### src/bmc_pkg.sv
// ----------------------------------------------------------------------------
// bmc_pkg
// shared types, codes and helpers for the bank mapper with cycle irq
// ----------------------------------------------------------------------------
`default_nettype none

package bmc_pkg;

   // operation codes of an input word
   localparam logic [1:0] OP_WRITE = 2'd0;
   localparam logic [1:0] OP_READ  = 2'd1;
   localparam logic [1:0] OP_TICK  = 2'd2;
   localparam logic [1:0] OP_NONE  = 2'd3;

   // configuration register indexes
   localparam logic CSR_PRG_LIMIT = 1'b0;
   localparam logic CSR_CHR_LIMIT = 1'b1;

   // decoded write groups, address & 0xF80C
   localparam logic [15:0] ADDR_GROUP_MASK = 16'hF80C;
   localparam logic [15:0] GRP_PRG0        = 16'h8800;
   localparam logic [15:0] GRP_MIRROR      = 16'h9800;
   localparam logic [15:0] GRP_PRG2        = 16'hA000;
   localparam logic [15:0] GRP_PRG1        = 16'hA800;
   localparam logic [15:0] GRP_CNT_LO_A    = 16'hF000;
   localparam logic [15:0] GRP_CNT_LO_B    = 16'hF800;
   localparam logic [15:0] GRP_CNT_HI_A    = 16'hF004;
   localparam logic [15:0] GRP_CNT_HI_B    = 16'hF804;
   localparam logic [15:0] GRP_ENABLE_A    = 16'hF008;
   localparam logic [15:0] GRP_ENABLE_B    = 16'hF808;

   // character bank window and slot offset
   localparam logic [15:0] CHR_WIN_LOW     = 16'hAFFF;
   localparam logic [15:0] CHR_WIN_HIGH    = 16'hF000;
   localparam logic [15:0] CHR_SLOT_OFFSET = 16'h3000;

   // read window 0x6000-0x7fff
   localparam logic [2:0] READ_WIN_TOP = 3'b011;

   typedef struct packed {
      logic       prg0;
      logic       prg1;
      logic       prg2;
      logic       mirror;
      logic       cnt_lo;
      logic       cnt_hi;
      logic       enable;
      logic       chr;
      logic [2:0] chr_slot;
      logic       chr_hi_nibble;
   } bmc_wr_ctrl_type;

   typedef struct packed {
      logic [2:0][7:0] prg;
      logic [1:0]      mirror;
      logic [7:0][7:0] chr;
      logic            irq_level;
   } bmc_view_type;

   // values above the limit are masked by it
   function automatic logic [7:0] limit_bank(input logic [7:0] v, input logic [7:0] lim);
      return (v > lim) ? (v & lim) : v;
   endfunction

endpackage

`default_nettype wire

### src/bmc_decode.sv
// ----------------------------------------------------------------------------
// bmc_decode
// write address decode into register group strobes
// ----------------------------------------------------------------------------
`default_nettype none

module bmc_decode
   import bmc_pkg::*;
(
   input  wire logic [15:0]     address,
   output bmc_wr_ctrl_type      ctrl
);

   logic [15:0] grp;
   logic [15:0] diff;

   assign grp  = address & ADDR_GROUP_MASK;
   assign diff = address - CHR_SLOT_OFFSET;

   always_comb begin
      ctrl               = '0;
      ctrl.chr_slot      = diff[13:11] | address[5:3];
      ctrl.chr_hi_nibble = address[2];
      if (grp == GRP_PRG0) begin
         ctrl.prg0 = 1'b1;
      end else if (grp == GRP_MIRROR) begin
         ctrl.mirror = 1'b1;
      end else if (grp == GRP_PRG2) begin
         ctrl.prg2 = 1'b1;
      end else if (grp == GRP_PRG1) begin
         ctrl.prg1 = 1'b1;
      end else if (grp == GRP_CNT_LO_A || grp == GRP_CNT_LO_B) begin
         ctrl.cnt_lo = 1'b1;
      end else if (grp == GRP_CNT_HI_A || grp == GRP_CNT_HI_B) begin
         ctrl.cnt_hi = 1'b1;
      end else if (grp == GRP_ENABLE_A || grp == GRP_ENABLE_B) begin
         ctrl.enable = 1'b1;
      end else if (address > CHR_WIN_LOW && address < CHR_WIN_HIGH) begin
         ctrl.chr = 1'b1;
      end
   end

endmodule

`default_nettype wire

### src/bmc_regs.sv
// ----------------------------------------------------------------------------
// bmc_regs
// mapper state: banks, mirroring, irq counter, prescaler and delay
// ----------------------------------------------------------------------------
`default_nettype none

module bmc_regs
   import bmc_pkg::*;
#(
   parameter int PRESCALE_PERIOD = 114
) (
   input  wire logic            clock,
   input  wire logic            reset,
   input  wire logic            fire,
   input  wire logic [1:0]      operation,
   input  wire logic [7:0]      write_data,
   input  bmc_wr_ctrl_type      ctrl,
   input  wire logic [7:0]      prg_limit,
   input  wire logic [7:0]      chr_limit,
   output bmc_view_type         view_in
);

   localparam int PW = $clog2(PRESCALE_PERIOD);

   logic [2:0][7:0] prg_ff, prg_in;
   logic [1:0]      mirror_ff, mirror_in;
   logic [7:0][7:0] chr_ff, chr_in;
   logic [7:0]      count_ff, count_in;
   logic            enable_ff, enable_in;
   logic [PW-1:0]   prescale_ff, prescale_in;
   logic            delay_ff, delay_in;
   logic            level_ff, level_in;

   logic [PW:0]     pre_next;
   logic [7:0]      chr_old;
   logic [7:0]      chr_new;
   logic [7:0]      count_inc;

   assign pre_next  = {1'b0, prescale_ff} + (PW+1)'(1);
   assign chr_old   = chr_ff[ctrl.chr_slot];
   assign chr_new   = ctrl.chr_hi_nibble ? {write_data[3:0], chr_old[3:0]}
                                         : {chr_old[7:4], write_data[3:0]};
   assign count_inc = count_ff + 8'd1;

   always_comb begin
      prg_in      = prg_ff;
      mirror_in   = mirror_ff;
      chr_in      = chr_ff;
      count_in    = count_ff;
      enable_in   = enable_ff;
      prescale_in = prescale_ff;
      delay_in    = delay_ff;
      level_in    = level_ff;
      if (fire) begin
         case (operation)
            OP_WRITE: begin
               if (ctrl.prg0)   prg_in[0] = limit_bank(write_data, prg_limit);
               if (ctrl.prg1)   prg_in[1] = limit_bank(write_data, prg_limit);
               if (ctrl.prg2)   prg_in[2] = limit_bank(write_data, prg_limit);
               if (ctrl.mirror) mirror_in = write_data[1:0];
               if (ctrl.cnt_lo) count_in  = {count_ff[7:4], write_data[3:0]};
               if (ctrl.cnt_hi) count_in  = {write_data[3:0], count_ff[3:0]};
               if (ctrl.enable) begin
                  enable_in = (write_data != 8'd0);
                  // disable clears prescaler and acks, armed delay survives
                  if (write_data == 8'd0) begin
                     prescale_in = '0;
                     level_in    = 1'b0;
                  end
               end
               if (ctrl.chr) chr_in[ctrl.chr_slot] = limit_bank(chr_new, chr_limit);
            end
            OP_TICK: begin
               if (delay_ff) begin
                  delay_in = 1'b0;
                  level_in = 1'b1;
               end
               if (pre_next < (PW+1)'(PRESCALE_PERIOD)) begin
                  prescale_in = pre_next[PW-1:0];
               end else begin
                  prescale_in = '0;
                  if (enable_ff) begin
                     count_in = count_inc;
                     if (count_inc == 8'd0) delay_in = 1'b1;
                  end
               end
            end
            default: begin
            end
         endcase
      end
   end

   always_ff @(posedge clock) begin
      if (reset) begin
         prg_ff      <= '0;
         mirror_ff   <= '0;
         for (int i = 0; i < 8; i++) chr_ff[i] <= 8'(i);
         count_ff    <= '0;
         enable_ff   <= 1'b0;
         prescale_ff <= '0;
         delay_ff    <= 1'b0;
         level_ff    <= 1'b0;
      end else begin
         prg_ff      <= prg_in;
         mirror_ff   <= mirror_in;
         chr_ff      <= chr_in;
         count_ff    <= count_in;
         enable_ff   <= enable_in;
         prescale_ff <= prescale_in;
         delay_ff    <= delay_in;
         level_ff    <= level_in;
      end
   end

   always_comb begin
      view_in.prg       = prg_in;
      view_in.mirror    = mirror_in;
      view_in.chr       = chr_in;
      view_in.irq_level = level_in;
   end

endmodule

`default_nettype wire

### src/bank_mapper_with_cycle_irq_top.sv
// ----------------------------------------------------------------------------
// bank_mapper_with_cycle_irq_top
// cpu bus bank mapper with prescaled cycle irq, one result word per item
// ----------------------------------------------------------------------------
//
//   channel  dir  handshake           payload
//   req      in   req_valid/ready     operation, address, write_data
//   rsp      out  rsp_valid/ready     read_hit, rom_offset, irq_line, mirror, banks
//   csr      in   csr_wr_en           csr_index, csr_wr_data (no read-back)
//
// one word accepted per clock when the result side keeps up; a word passes the
// input register, then decode/update into the result register
// throughput is set by the state update in the exec stage
// synchronous active-high reset restores the bank and irq state
// a stalled result holds the exec stage; the input register still fills once
// ----------------------------------------------------------------------------
`default_nettype none

module bank_mapper_with_cycle_irq_top
   import bmc_pkg::*;
#(
   parameter int PRESCALE_PERIOD = 114
) (
   input  wire logic         clock,
   input  wire logic         reset,
   // request channel
   input  wire logic         req_valid,
   output logic              req_ready,
   input  wire logic [1:0]   req_operation,
   input  wire logic [15:0]  req_address,
   input  wire logic [7:0]   req_write_data,
   // response channel
   output logic              rsp_valid,
   input  wire logic         rsp_ready,
   output logic              rsp_read_hit,
   output logic [12:0]       rsp_rom_offset,
   output logic              rsp_irq_line,
   output logic [1:0]        rsp_mirror_mode,
   output logic [7:0]        rsp_prg_bank_lo,
   output logic [7:0]        rsp_prg_bank_mid,
   output logic [7:0]        rsp_prg_bank_hi,
   output logic [63:0]       rsp_chr_banks_packed,
   // configuration
   input  wire logic         csr_wr_en,
   input  wire logic         csr_index,
   input  wire logic [7:0]   csr_wr_data
);

   // limit registers
   logic [7:0] prg_limit_ff;
   logic [7:0] chr_limit_ff;

   // input register
   logic        in_valid_ff;
   logic [1:0]  in_op_ff;
   logic [15:0] in_addr_ff;
   logic [7:0]  in_data_ff;

   // result register
   logic        out_valid_ff;
   logic        out_hit_ff;
   logic [12:0] out_offset_ff;
   bmc_view_type out_view_ff;

   logic            advance;
   logic            fire;
   logic            read_hit;
   bmc_wr_ctrl_type wr_ctrl;
   bmc_view_type    view_in;

   // exec stage moves when the result register is free or being drained
   assign advance   = !out_valid_ff || rsp_ready;
   assign fire      = in_valid_ff && advance;
   assign req_ready = !in_valid_ff || advance;

   assign read_hit = (in_op_ff == OP_READ) && (in_addr_ff[15:13] == READ_WIN_TOP);

   always_ff @(posedge clock) begin
      if (reset) begin
         prg_limit_ff <= 8'hFF;
         chr_limit_ff <= 8'hFF;
      end else if (csr_wr_en) begin
         case (csr_index)
            CSR_PRG_LIMIT: prg_limit_ff <= csr_wr_data;
            CSR_CHR_LIMIT: chr_limit_ff <= csr_wr_data;
            default: begin
            end
         endcase
      end
   end

   // input stage
   always_ff @(posedge clock) begin
      if (reset) begin
         in_valid_ff <= 1'b0;
      end else if (req_ready) begin
         in_valid_ff <= req_valid;
      end
   end

   always_ff @(posedge clock) begin
      if (req_valid && req_ready) begin
         in_op_ff   <= req_operation;
         in_addr_ff <= req_address;
         in_data_ff <= req_write_data;
      end
   end

   bmc_decode u_decode (
      .address (in_addr_ff),
      .ctrl    (wr_ctrl)
   );

   bmc_regs #(
      .PRESCALE_PERIOD (PRESCALE_PERIOD)
   ) u_regs (
      .clock      (clock),
      .reset      (reset),
      .fire       (fire),
      .operation  (in_op_ff),
      .write_data (in_data_ff),
      .ctrl       (wr_ctrl),
      .prg_limit  (prg_limit_ff),
      .chr_limit  (chr_limit_ff),
      .view_in    (view_in)
   );

   // result stage
   always_ff @(posedge clock) begin
      if (reset) begin
         out_valid_ff <= 1'b0;
      end else if (advance) begin
         out_valid_ff <= in_valid_ff;
      end
   end

   always_ff @(posedge clock) begin
      if (fire) begin
         out_hit_ff    <= read_hit;
         out_offset_ff <= read_hit ? in_addr_ff[12:0] : 13'd0;
         out_view_ff   <= view_in;
      end
   end

   assign rsp_valid            = out_valid_ff;
   assign rsp_read_hit         = out_hit_ff;
   assign rsp_rom_offset       = out_offset_ff;
   assign rsp_irq_line         = out_view_ff.irq_level;
   assign rsp_mirror_mode      = out_view_ff.mirror;
   assign rsp_prg_bank_lo      = out_view_ff.prg[0];
   assign rsp_prg_bank_mid     = out_view_ff.prg[1];
   assign rsp_prg_bank_hi      = out_view_ff.prg[2];
   assign rsp_chr_banks_packed = out_view_ff.chr;

endmodule

`default_nettype wire
### config.mk
export PLATFORM = sky130hd
export DESIGN_NAME = bank_mapper_with_cycle_irq_top
export DESIGN_NICKNAME = d
export VERILOG_FILES = /design/src/bmc_pkg.sv /design/src/bmc_decode.sv /design/src/bmc_regs.sv /design/src/bank_mapper_with_cycle_irq_top.sv
export SDC_FILE = /design/constraint.sdc
export NUM_CORES = 1
export LEC_CHECK = 0
export BUFFER_PORTS_ARGS = -buffer_cell sky130_fd_sc_hd__buf_4
export CORE_ASPECT_RATIO = 1.25
export CORE_MARGIN = 2
export CORE_UTILIZATION = 40
export CTS_CLUSTER_SIZE = 40
export DETAILED_ROUTE_END_ITERATION = 8
export SYNTH_ARGS = -nofsm -noshare
export SYNTH_HDL_FRONTEND = slang
export SYNTH_SLANG_ARGS = --single-unit
export TNS_END_PERCENT = 5
### constraint.sdc
create_clock -name clock -period 5.4 [get_ports clock]
set_input_delay 0.27 -clock clock [delete_from_list [all_inputs] [get_ports clock]]
set_output_delay 0.27 -clock clock [all_outputs]
set_load 0.01 [all_outputs]
==> results <==
- Max-cap violations in this run came to 0.
- During synthesis, Yosys emitted a total of 0 warnings.
- Setup violations remaining at the end of the flow were counted as 0.
- Global routing used 19.94% of the available tracks.
- The synthesized netlist devotes 18.98% of its cell area to compound gates.
- Cells with a size suffix above 1 make up 19.09% of the layout.
- The H-tree depth is 1.
- The clock latency on the worst-skew pair is 0.55 ns.
- The count of nets left with antenna violations once routing finished came out at 0.
- Synthesis handed over a netlist of 1,110 instances.
- The final count of hold timing violations came to 0.
- The worst register-to-register path has a setup slack of 0.63 ns.
- The number of iterations in the first detailed-routing pass is 5.
- The flow ran to the end, and the final reports show no timing, DRC or antenna violations.
- The share of cell area taken by muxes after synthesis is 3.281%.
- The met3 track demand over resource in global routing is 2.597%.
- The global-route wire length before repair is 50.55 mm.
- The clock root buffer is sky130_fd_sc_hd__clkbuf_16.
- The worst hold-check path type is in2reg.
- The initial antenna violation count is 0.
- The maximum operating frequency is 209.8 MHz.
- The relative slew slack is 23.81%.
- The area added between synthesis and finish is 21.13%.
- Once the clock tree was built, the setup fixing pass inserted 0 buffers.
- After detailed routing, the average wire length per cell comes to 19.58 um.
- The detailed placement HPWL is 22.67 mm.
- The portion of the post-synthesis area used by sequential elements is 53.74%.
- The overall routed net length is 32.59 mm.
- The mean cell area of the mapped netlist is 10.82 sq um.
- Summed over all layers, the global routing overflow is 0.
- The routing layer with the top usage in global route is met2.
- Using the TritonRoute via totals, the vias-per-cell ratio works out to 5.738.
- The utilization after layout is 49.45%.
- The largest family of logic cells by synthesized area is compound AO/OA/AOI/OAI gates.
- The post-synthesis async set-or-reset flop share is 0%.
- The number of design rule violations left after detail routing is 0.
- Leaving out fill and tap cells, the most frequent cells in the layout are sky130_fd_sc_hd__buf_4, sky130_fd_sc_hd__edfxtp_1, sky130_fd_sc_hd__dfxtp_1.
- The final clock skew is 0.02579 ns.
- The met2 global-route usage is 34.20%.
- The core region is 29,430 sq um.
- The path depth of the worst reg2reg path is 12.
- Following the worst setup path forward leads to its endpoint at rsp_chr_banks_packed[62]$_DFFE_PP_.
- The area of the die is 31,450 sq um.
- The most common cell after layout, fill and taps aside is sky130_fd_sc_hd__buf_4.
- The first element of the critical path is in_addr_ff[13]$_DFFE_PP_.
- The area of the mapped netlist is 12,010 sq um.
- The die is 159.0 um wide.
- The max-slew violation count was 0.
- The data required time of the worst path is 5.64 ns.
- The type of destination of the critical path is a flop.
- Synthesis produced a netlist with a net count of 1,187.
- The synthesized netlist devotes 0.2916% of its cell area to XOR and XNOR gates.
- The met1 capacity usage during global routing is 25.94%.
- The distinct cell type count after synthesis is 76.
- TritonCTS built the clock tree.
- The routability-driven placement congestion ratio is 0.9059.
- The share of Yosys cell area claimed by the top area cell type is 32.74%.
- The I/O pin total is 147.
- After clock tree synthesis, the clock-pin slew on the worst setup and hold paths is 0.06 ns.
- In this run the core area contains 70 standard-cell rows.
- The launching point of the worst reg2reg path is in_addr_ff[13]$_DFFE_PP_.
- IR analysis of the VDD net gives a maximum drop of 0.2454 mV.
- The synthesized design spends more area on one cell type than any other, namely sky130_fd_sc_hd__edfxtp_1.
- The total power density per cell area is 299.5 nW/um^2.
- The endpoint of the worst register-to-register path is rsp_chr_banks_packed[62]$_DFFE_PP_.
- Setup repair after global routing left no endpoint under its margin.
- The largest net degree at the start of global routing is 68.
- The via count of the first global-routing pass is 9,195.
- Clock tree synthesis found a total of 257 sinks.
- The number of inserted diodes is 0.
- In this run the vertical extent of the chip is 197.8 um.
- In this run, synthesis inferred 131 flip-flops with an integrated enable.
- The critical-path maximum fanout is 16.
- At the pin with the least slew margin, the transition time is 1.134 ns.
- In the post-synthesis netlist, the biggest area contributors are sky130_fd_sc_hd__edfxtp_1, sky130_fd_sc_hd__dfxtp_1, sky130_fd_sc_hd__a21oi_1.
- TritonCTS created 26 clock buffers.
- The clock tree buffer depth is 3.
- The critical path arrival is 5.01 ns.
- The startpoint class of the critical path is a flop.
- In the finished design, the share of the clock period the worst path needs comes to 88.27%.
- For this configuration, the core starts out at a cell density of 40.82%.
- The number of storage elements in the synthesis netlist is 257.
- In this run the tool buffered the top-level ports with 146 buffer cells.
- The adder and majority cell fraction of the synthesized area is 3.853%.
- For this run, the post-layout net count is 1,326.
- In this run, the number of DRC markers left after iteration 0 of detailed routing was 601.
- The number of vias after detailed routing is 9,548.
- The final critical path time including I/O delays and setup is 4.767 ns.
- In the synthesized netlist the dominant register cell turns out to be sky130_fd_sc_hd__edfxtp_1.
- The leakage power figure is 5.232 nW.
- The critical path is of the reg2reg type.
- Adding up every negative setup slack in the final design gives 0 ns.
- The count of cells resized by post-cts repair is 0.
- After Yosys synthesis, and, or, nand and nor cells account for 15.21% of the synthesized area.
[power breakdown]
group / switching (mW) / internal [mW]
Sequential: 0.0414 / 2.11
Combinational: 0.271 / 0.160
Clock: 0.761 / 1.02
Total: 1.07 / 3.28
[metrics by stage]
stage                     setup WS (ns)  total power [mW]  cells  hold slack, ns  instance area [sq um]
after floorplan                   1.574             2.444   1110          0.3689                  12010
after global placement           0.8850             2.592   1582          0.4484                  13370
after detailed placement         0.7588             2.597   1582          0.4495                  13370
after CTS                        0.7147             4.388   1664         0.03518                  14550
after global routing             0.2839             4.507   1664         0.08051                  14550
final                            0.6333             4.358   1664         0.05994                  14550
[state kept, by name, indices dropped and copies added, names as in the netlist]
signal                count
u_regs.count_ff           8
in_op_ff                  2
prg_limit_ff              8
u_regs.prg_ff            24
rsp_valid                 1
chr_limit_ff              8
rsp_read_hit              1
rsp_prg_bank_hi           8
u_regs.enable_ff          1
rsp_rom_offset           13
rsp_prg_bank_mid          8
in_valid_ff               1
u_regs.chr_ff            64
rsp_prg_bank_lo           8
rsp_chr_banks_packed     64
in_data_ff                8
u_regs.level_ff           1
u_regs.prescale_ff        7
in_addr_ff               16
u_regs.delay_ff           1
rsp_mirror_mode           2
rsp_irq_line              1
u_regs.mirror_ff          2
[final cells by class]
type	count	area [sq um]
inverters	36	135.1
clock buffers	36	708.2
multi-input cells	728	5040
flip-flops and latches	257	6456
clock inverters	11	128.9
well taps	396	495.5
fillers	2757	14880
repair buffers	200	1589
[timing repair]
action,4_1_cts,5_1_grt
endpoints found under the hold margin,38,0
hold buffers,35,0
endpoints found under the setup margin,0,0
[cells by family after synthesis]
kind of cell / Yosys count
AO/OA/AOI/OAI: 329
multiplexers: 21
adder cells (fa/ha/maj): 37
XOR/XNOR: 4
buffers and inverters: 125
flip-flops: 257
AND/OR/NAND/NOR: 337
[worst min path at each step]
stage	startpoint	endpoint	slack, ns	cells after the start
after global placement	req_write_data[4]	in_data_ff[4]$_DFFE_PP_	0.45	1
after CTS	csr_wr_en	chr_limit_ff[1]$_SDFFE_PP1P_	0.04	3
after detailed placement	req_operation[1]	in_op_ff[1]$_DFFE_PP_	0.45	1
after global routing	csr_wr_en	chr_limit_ff[1]$_SDFFE_PP1P_	0.08	3
final	csr_wr_en	chr_limit_ff[1]$_SDFFE_PP1P_	0.06	3
after floorplan	req_address[0]	in_addr_ff[0]$_DFFE_PP_	0.37	0
[synth_stat cells, types with 7 or more instances]
cell type                   number
sky130_fd_sc_hd__nor4_1         25
sky130_fd_sc_hd__dfxtp_1       126
sky130_fd_sc_hd__nor3_1         32
sky130_fd_sc_hd__nor2_1         67
sky130_fd_sc_hd__nor2b_1        10
sky130_fd_sc_hd__o2111a_1        7
sky130_fd_sc_hd__and3_1          7
sky130_fd_sc_hd__a311oi_1       38
sky130_fd_sc_hd__clkbuf_1       49
sky130_fd_sc_hd__inv_1          35
sky130_fd_sc_hd__ha_1           37
sky130_fd_sc_hd__o21ai_0        17
sky130_fd_sc_hd__a21oi_1       100
sky130_fd_sc_hd__edfxtp_1      131
sky130_fd_sc_hd__nand3_1        39
sky130_fd_sc_hd__nand3b_1       10
sky130_fd_sc_hd__nand4_1        12
sky130_fd_sc_hd__a31oi_1        48
sky130_fd_sc_hd__a41oi_1         7
sky130_fd_sc_hd__and2_1         23
sky130_fd_sc_hd__a211oi_1       38
sky130_fd_sc_hd__buf_2          27
sky130_fd_sc_hd__o2111ai_1       9
sky130_fd_sc_hd__o211ai_1       12
sky130_fd_sc_hd__nand2b_1       19
sky130_fd_sc_hd__nand2_1        57
[critical path, stage by stage, from the launching register on]
cell	delay, ns
sky130_fd_sc_hd__edfxtp_1	0.54
sky130_fd_sc_hd__ha_1	0.36
sky130_fd_sc_hd__nand2b_1	0.55
sky130_fd_sc_hd__nor2_1	0.17
sky130_fd_sc_hd__a221oi_1	0.39
sky130_fd_sc_hd__nand2_1	0.27
sky130_fd_sc_hd__ha_1	0.35
sky130_fd_sc_hd__and4_1	0.22
sky130_fd_sc_hd__nand2_1	0.11
sky130_fd_sc_hd__a22oi_2	0.50
sky130_fd_sc_hd__buf_4	0.35
sky130_fd_sc_hd__mux2i_4	0.50
sky130_fd_sc_hd__a21oi_1	0.13
[per-layer routing]
layer  routed length, um  up-vias
li1                    -     4563
met2               15810      289
met1               14000     4633
met3                1757       63
met4                1021        0
met5                   0        -
Power figures use the tool's default switching activity.
